--- config.mk ---
export PLATFORM = sky130hd
export DESIGN_NAME = tcw_ctrl
export DESIGN_NICKNAME = d
export VERILOG_FILES = /design/src/hw/rtl/tcw_pkg.sv /design/src/hw/rtl/tcw_ctrl.sv
export SDC_FILE = /design/constraint.sdc
export NUM_CORES = 1
export LEC_CHECK = 0
export CORE_AREA = 2 2 39 41
export DETAILED_ROUTE_END_ITERATION = 10
export DIE_AREA = 0 0 41 43
export DONT_BUFFER_PORTS = 1
export HOLD_SLACK_MARGIN = 0.02
export SYNTH_ARGS = -nofsm -noshare
export SYNTH_HDL_FRONTEND = slang
export SYNTH_SLANG_ARGS = --single-unit
--- constraint.sdc ---
create_clock -name clk -period 2.4 [get_ports clk]
set_input_delay 0 -clock clk [delete_from_list [all_inputs] [get_ports clk]]
set_output_delay 0 -clock clk [all_outputs]
set_load 0.1 [all_outputs]
--- src/hw/rtl/tcw_pkg.sv ---
// Shared types, constants and the ANSI colour table for the text console writer.
// No dependencies; tcw_ctrl, tcw_dp and the top level refer to it by scoped names.
`timescale 1ns / 1ps
`default_nettype none

package tcw_pkg;

	// default screen geometry
	localparam int DEF_COLUMNS = 80;
	localparam int DEF_ROWS    = 25;

	// request modes
	localparam logic [1:0] MODE_CHAR  = 2'd0;
	localparam logic [1:0] MODE_COLOR = 2'd1;
	localparam logic [1:0] MODE_READ  = 2'd2;

	// control bytes
	localparam logic [7:0] CHAR_LF    = 8'd10;
	localparam logic [7:0] CHAR_CR    = 8'd13;
	localparam logic [7:0] CHAR_SPACE = 8'h20;

	// SGR colour ranges
	localparam logic [7:0] SGR_FG_LO  = 8'd30;
	localparam logic [7:0] SGR_FG_HI  = 8'd37;
	localparam logic [7:0] SGR_BG_LO  = 8'd40;
	localparam logic [7:0] SGR_BG_HI  = 8'd47;
	localparam logic [7:0] SGR_BFG_LO = 8'd90;
	localparam logic [7:0] SGR_BFG_HI = 8'd97;
	localparam logic [7:0] SGR_BBG_LO = 8'd100;
	localparam logic [7:0] SGR_BBG_HI = 8'd107;

	// colours after reset
	localparam logic [3:0] FORE_RESET = 4'd7;
	localparam logic [3:0] BACK_RESET = 4'd0;

	typedef struct packed {
		logic [1:0]  mode;
		logic [7:0]  char_code;
		logic [7:0]  color_code;
		logic [10:0] cell_index;
	} item_t;

	typedef struct packed {
		logic [7:0] cell_glyph;
		logic [3:0] cell_fore;
		logic [3:0] cell_back;
		logic [6:0] cursor_col;
		logic [4:0] cursor_row;
		logic       did_scroll;
	} result_t;

	typedef struct packed {
		logic [7:0] glyph;
		logic [3:0] fore;
		logic [3:0] back;
	} cell_t;

	// screen contents after reset
	localparam cell_t CELL_RESET = '{glyph: 8'd0, fore: 4'd1, back: 4'd0};

	typedef enum logic [2:0] {
		ST_CLEAR,
		ST_IDLE,
		ST_EXEC,
		ST_BLANK,
		ST_DONE
	} state_t;

	// controller -> datapath
	typedef struct packed {
		logic clear_en;
		logic take_in;
		logic exec;
		logic blank_en;
		logic load_out;
	} cmd_t;

	// datapath -> controller
	typedef struct packed {
		logic [1:0] mode;
		logic       scroll;
		logic       blank_last;
		logic       clear_last;
	} status_t;

	// ANSI colour index (0-7 normal, 8-15 bright) to VGA palette index
	function automatic logic [3:0] sgr_palette(input logic [3:0] idx);
		logic [3:0] v;
		unique case (idx)
			4'd0:    v = 4'd0;
			4'd1:    v = 4'd4;
			4'd2:    v = 4'd2;
			4'd3:    v = 4'd6;
			4'd4:    v = 4'd1;
			4'd5:    v = 4'd5;
			4'd6:    v = 4'd3;
			4'd7:    v = 4'd7;
			4'd8:    v = 4'd8;
			4'd9:    v = 4'd12;
			4'd10:   v = 4'd10;
			4'd11:   v = 4'd14;
			4'd12:   v = 4'd9;
			4'd13:   v = 4'd13;
			4'd14:   v = 4'd11;
			default: v = 4'd15;
		endcase
		return v;
	endfunction

endpackage

`default_nettype wire

--- src/hw/rtl/tcw_ctrl.sv ---
// Controller FSM for the text console writer: sequences clear, execute,
// row blanking and result transfer. Depends on tcw_pkg.
`timescale 1ns / 1ps
`default_nettype none

module tcw_ctrl (
	input  wire logic            clk,
	input  wire logic            arst_n,
	input  wire logic            item_valid,
	output logic                 item_ready,
	output logic                 result_valid,
	input  wire logic            result_ready,
	input  wire tcw_pkg::status_t status,
	output tcw_pkg::cmd_t        cmd
);

	tcw_pkg::state_t state_q, state_d;
	logic            out_valid_q;
	logic            slot_free;

	assign slot_free    = !out_valid_q || result_ready;
	assign result_valid = out_valid_q;

	always_ff @(posedge clk or negedge arst_n) begin
		if (!arst_n) begin
			state_q     <= tcw_pkg::ST_CLEAR;
			out_valid_q <= 1'b0;
		end else begin
			state_q <= state_d;
			if (cmd.load_out) begin
				out_valid_q <= 1'b1;
			end else if (result_ready) begin
				out_valid_q <= 1'b0;
			end
		end
	end

	always_comb begin
		state_d    = state_q;
		cmd        = '0;
		item_ready = 1'b0;
		unique case (state_q)
			tcw_pkg::ST_CLEAR: begin
				cmd.clear_en = 1'b1;
				if (status.clear_last) begin
					state_d = tcw_pkg::ST_IDLE;
				end
			end
			tcw_pkg::ST_IDLE: begin
				item_ready = 1'b1;
				if (item_valid) begin
					cmd.take_in = 1'b1;
					state_d     = tcw_pkg::ST_EXEC;
				end
			end
			tcw_pkg::ST_EXEC: begin
				cmd.exec = 1'b1;
				if (status.mode == tcw_pkg::MODE_READ) begin
					state_d = tcw_pkg::ST_DONE;
				end else if (status.scroll) begin
					state_d = tcw_pkg::ST_BLANK;
				end else if (slot_free) begin
					cmd.load_out = 1'b1;
					state_d      = tcw_pkg::ST_IDLE;
				end else begin
					state_d = tcw_pkg::ST_DONE;
				end
			end
			tcw_pkg::ST_BLANK: begin
				cmd.blank_en = 1'b1;
				if (status.blank_last) begin
					state_d = tcw_pkg::ST_DONE;
				end
			end
			tcw_pkg::ST_DONE: begin
				if (slot_free) begin
					cmd.load_out = 1'b1;
					state_d      = tcw_pkg::ST_IDLE;
				end
			end
			default: begin
				state_d = tcw_pkg::ST_IDLE;
			end
		endcase
	end

endmodule

`default_nettype wire

==> results.yml, run 1 <==
floorplanning:
  start_util_pct: 21.0
  io_pins: 16
  num_rows: 14
  die_y_um: 43
  fp.dieArea_sq_mm: 0.00176
  die_w_um: 41
  coreArea_sq_mm: 0.00138
clocking:
  root_buffer: "clkbuf_4"
  cts_buffer_depth: 2
  clock_latency_ps: 230
  postCtsSetupBuffers: 0
  cts_max_level: 1
  clock-sinks: 4
  path_clk_slew_ps: 40
  cts_buffers: 3
  cts_tree: "yes"
synthesis:
  ys_seq_elements: 4
  synth_top_area_share_pct: 34.5
  synth.distinct_cells: 23
  synthFlopType: "dfrtp_1"
  avgSynthCellArea_sq_um: 9.07
  ys_seq_area_share_pct: 34.5
  synthArstFlopShare_pct: 100
  syn_area_sq_um: 290
  synth-edff-count: 0
  syn_nets: 41
  synthCells: 32
  yosysWarnings: 0
  yosys.area.top_type: "dfrtp_1"
  synth.area.top_cells: "dfrtp_1, nand2b_4, nor2b_1, nor3b_2, nor2_1"
global_route:
  grt_antenna_before_repair: 0
  grt_pass1_wl_um: 1210
  track_usage_pct: 9.99
  grt_max_degree: 12
  grt_pass1_vias: 303
  overflow: 0
timing:
  fin_crit_ps: 1710
  drv_slew: 0
  hold_viol: 0
  finalSetupViolCount: 0
  rsz0062_at_grt: "false"
  max-slew-margin-rel_pct: 69.2
  setup_tns_ps: 0
  worst_pin_slew_ps: 463
  clock-skew-final_ps: 2.65
  fmax_mhz: 584
  min_period_over_period_pct: 71.4
  setup_slack_ps: 686
min_path:
  hp-class: "input port to flop"
placed_design:
  placed_cell_area_sq_um: 399
  port_buffers: 0
  post-place-ws_ps: 924
  hpwl_um: 524
  gp_congestion: 0.784
route:
  routedWlPerCell_um: 11.2
  wl_met3_um: 62
  met2RoutedLength_um: 316
  drc: 0
  drt_iter0_drc: 3
  vias: 284
  wl_met1_um: 280
  vias_per_cell: 4.81
  postRouteAntennaNets: 0
  first_pass_iters: 2
  routed_wl_um: 659
  top_layer: "met3"
worst_setup_path:
  cp-start-kind: "flop"
  crit_fanout: 8
  worst_ep_required_time_ps: 2400
  crit_type: "flop to output pin"
  cp_data_arrival_time_ps: 1710
  crit_path_end_kind: "output pin"
finish:
  layout.nets: 54
  antenna_cells: 0
  postLayoutCellArea_sq_um: 442
  layout_commonest_cell: "buf_4"
  drive_gt1_share_pct: 39.5
  layout.cells.most_common_list: "buf_4, dfrtp_1, clkbuf_4"
  syn_to_final_growth_pct: 52.2
run:
  drv_cap: 0
status:
  run_status: "complete, no violations"
cells in the mapped netlist (all sizes together) (2+ instances only):
| master | n |
|---|---|
| nor3 | 2 |
| nand2 | 2 |
| dfrtp | 4 |
| nor2b | 2 |
| nand2b | 2 |
| inv | 2 |
| nor2 | 3 |
| a21oi | 2 |
registers in the layout (all words and copies together) (netlist names):
register / flops
state_q: 3
result_valid: 1
per-layer routing:
layer  vias to the layer above  GRT usage, %
met5                         -             0
met4                         0          4.00
met3                         0          3.14
met2                        12          13.8
met1                       133          14.1
li1                        139             -
worst max-delay path: stages, from the launching register on:
cell      delay, ps
dfrtp_1         590
nand2b_4        120
o31a_1          350
nor3_4          120
buf_4           310
final timing paths:
path / start / endpoint / slack, ps / depth (start not counted)
max: state_q[1] / cmd[0] / 690 / 4
min: status[1] / state_q[2] / 20 / 2
max reg2reg: state_q[0] / state_q[0] / 1090 / 3
min reg2reg: state_q[2] / state_q[1] / 650 / 1
max in group asynchronous: arst_n / state_q[1] / 2190 / 1
min in group asynchronous: arst_n / state_q[0] / 40 / 1
kinds of logic after synthesis:
family,count (synthesis),share of synthesized area [%]
and+or+nand+nor,16,36.6
AOI/OAI and AO/OA,9,24.6
DFF,4,34.5
buffers and inverters,3,4.31
cell type report:
type	instances	area, sq um
Tap cell	16	20.0
Multi-Input combinational cell	25	206
Timing Repair Buffer	9	85.1
Fill cell	157	942
Inverter	2	7.51
Sequential cell	4	100
Clock buffer	3	22.5
per-stage QoR:
step	hold slack (ps)	std cells	util (%)
floorplan	-296	32	-
global placement	-296	54	28.8
detailed placement	-295	54	28.8
CTS	25.7	59	31.9
global route	44.9	59	31.9
finish	22.8	59	31.9
what timing repair did:
item | in CTS | in global routing
hold buffers | 2 | 0
gates resized for setup | 0 | 0
hold endpoints to repair | 5 | 0
Power of run 1 is not shown: default switching activity piles up to over one toggle a cycle in this logic, so the estimate is an artifact.
==> inputs of run 2 (changes only) <==
- clock period: 2.4 -> 1.45 ns (I/O delays scaled with it)
==> run 2 against run 1 <==
The run now ends with setup timing left; worst hold slack improved by 3.0 ps; core utilization increased by 7.3 points; first-iteration DRC count unchanged; design area increased by 23%; largest cell class unchanged.
==> results.yml, run 2 (synthesis results as in run 1) <==
route:
  routed_wl_um: 754
  drc: 0
  wl_met1_um: 312
  postRouteAntennaNets: 0
  wl_met3_um: 45
  met2RoutedLength_um: 384
  vias: 312
  first_pass_iters: 4
  routedWlPerCell_um: 11.1
  vias_per_cell: 4.59
  top_layer: "met4"
  drt_iter0_drc: 3
worst_setup_path:
  cp_data_arrival_time_ps: 1460
  reg2regPathDepth: 5
  r2r-start: "state_q[1]"
  worst_ep_required_time_ps: 1450
  regToRegSetupSlack_ps: 180
  crit_fanout: 2
  worstReg2RegEnd: "state_q[0]"
  cp-start-kind: "flop"
  crit_type: "flop to output pin"
  crit_path_end_kind: "output pin"
finish:
  layout.nets: 62
  top_register: "state_q"
  largest_reg_flops: 3
  drive_gt1_share_pct: 53.8
  antenna_cells: 0
  layout.cells.most_common_list: "buf_4, dlygate4sd3_1, dfrtp_2, clkbuf_4, buf_12"
  fin_util_pct: 39.2
  syn_to_final_growth_pct: 87.1
  layout_commonest_cell: "buf_4"
  final_cells: 68
timing:
  hold_viol: 0
  worst_pin_slew_ps: 273
  min_period_over_period_pct: 101
  max-slew-margin-rel_pct: 81.7
  setup_slack_ps: -9.00
  setup_tns_ps: -9.00
  fin_crit_ps: 1460
  fmax_mhz: 685
  drv_slew: 0
  rsz0062_at_grt: "true"
  finalSetupViolCount: 1
  clock-skew-final_ps: 5.29
floorplanning:
  coreArea_sq_mm: 0.00138
  num_rows: 14
  fp.dieArea_sq_mm: 0.00176
  die_y_um: 43
  die_w_um: 41
  io_pins: 16
  start_util_pct: 21.0
global_route:
  grt_max_degree: 10
  grt_antenna_before_repair: 0
  track_usage_pct: 10.1
  overflow: 0
  grt_pass1_wl_um: 1210
  grt_pass1_vias: 316
placed_design:
  post-place-ws_ps: 161
  port_buffers: 0
  gp_congestion: 0.805
  place_inst: 57
clocking:
  cts_buffer_depth: 2
  cts_tree: "yes"
  root_buffer: "clkbuf_4"
  clock_latency_ps: 240
  cts_max_level: 1
  clock-sinks: 4
  cts_buffers: 3
  path_clk_slew_ps: 40
status:
  violations: "setup timing"
  run_status: "finished, violations left"
run:
  drv_cap: 0
min_path:
  hp-class: "input port to async pin"
[run 2: cell count changes in the layout (fill, tap and decap cells not counted)]
cell,previous run,this run
dfrtp_1,4,0
dfrtp_2,0,4
and2_1,1,0
clkbuf_1,0,1
dlygate4sd3_1,2,4
buf_12,1,3
buf_4,6,10
and2_4,0,1
[run 2: how the worst max path moves through the flow]
stage | start | endpoint | slack (ps) | cells after the start
after floorplan | state_q[0] | cmd[1] | -410 | 3
after global placement | state_q[2] | cmd[0] | 170 | 4
after detailed placement | state_q[2] | cmd[0] | 160 | 4
after CTS | state_q[2] | cmd[0] | -20 | 4
after global routing | state_q[2] | cmd[0] | -70 | 4
final | state_q[2] | cmd[0] | -9 | 4
[run 2: what timing repair did]
item / CTS / global route
endpoints found under the hold margin: 6 / 1
pin swaps: 2 / 1
hold buffers: 2 / 2
endpoints found under the setup margin: 1 / 2
setup buffers: 2 / 1
gates resized for setup: 0 / 1
[run 2: area by class of cell]
type | instances | area [sq um]
Sequential cell | 4 | 105
Inverter | 2 | 7.51
Timing Repair Buffer | 17 | 175
Tap cell | 16 | 20.0
Multi-Input combinational cell | 25 | 209
Clock buffer | 4 | 26.3
Fill cell | 143 | 841
[run 2: layer usage]
metal,up-vias,global-route usage (%)
met1,144,12.7
met5,-,0
met2,11,15.0
met3,2,0.524
li1,155,-
met4,0,8.00
[run 2: metrics by stage]
step	hold WS [ps]	cell area [sq um]
floorplan	-296	314
global placement	-296	453
detailed placement	-296	453
CTS	-17.9	514
global route	39.1	543
finish	25.7	543
[run 2: worst max-delay path, cell delays in order (launching register included)]
cell,delay (ps)
dfrtp_2,390
nand2b_4,140
o31a_1,330
nor3_4,160
buf_12,200
Power of run 2 is left out for the same reason.
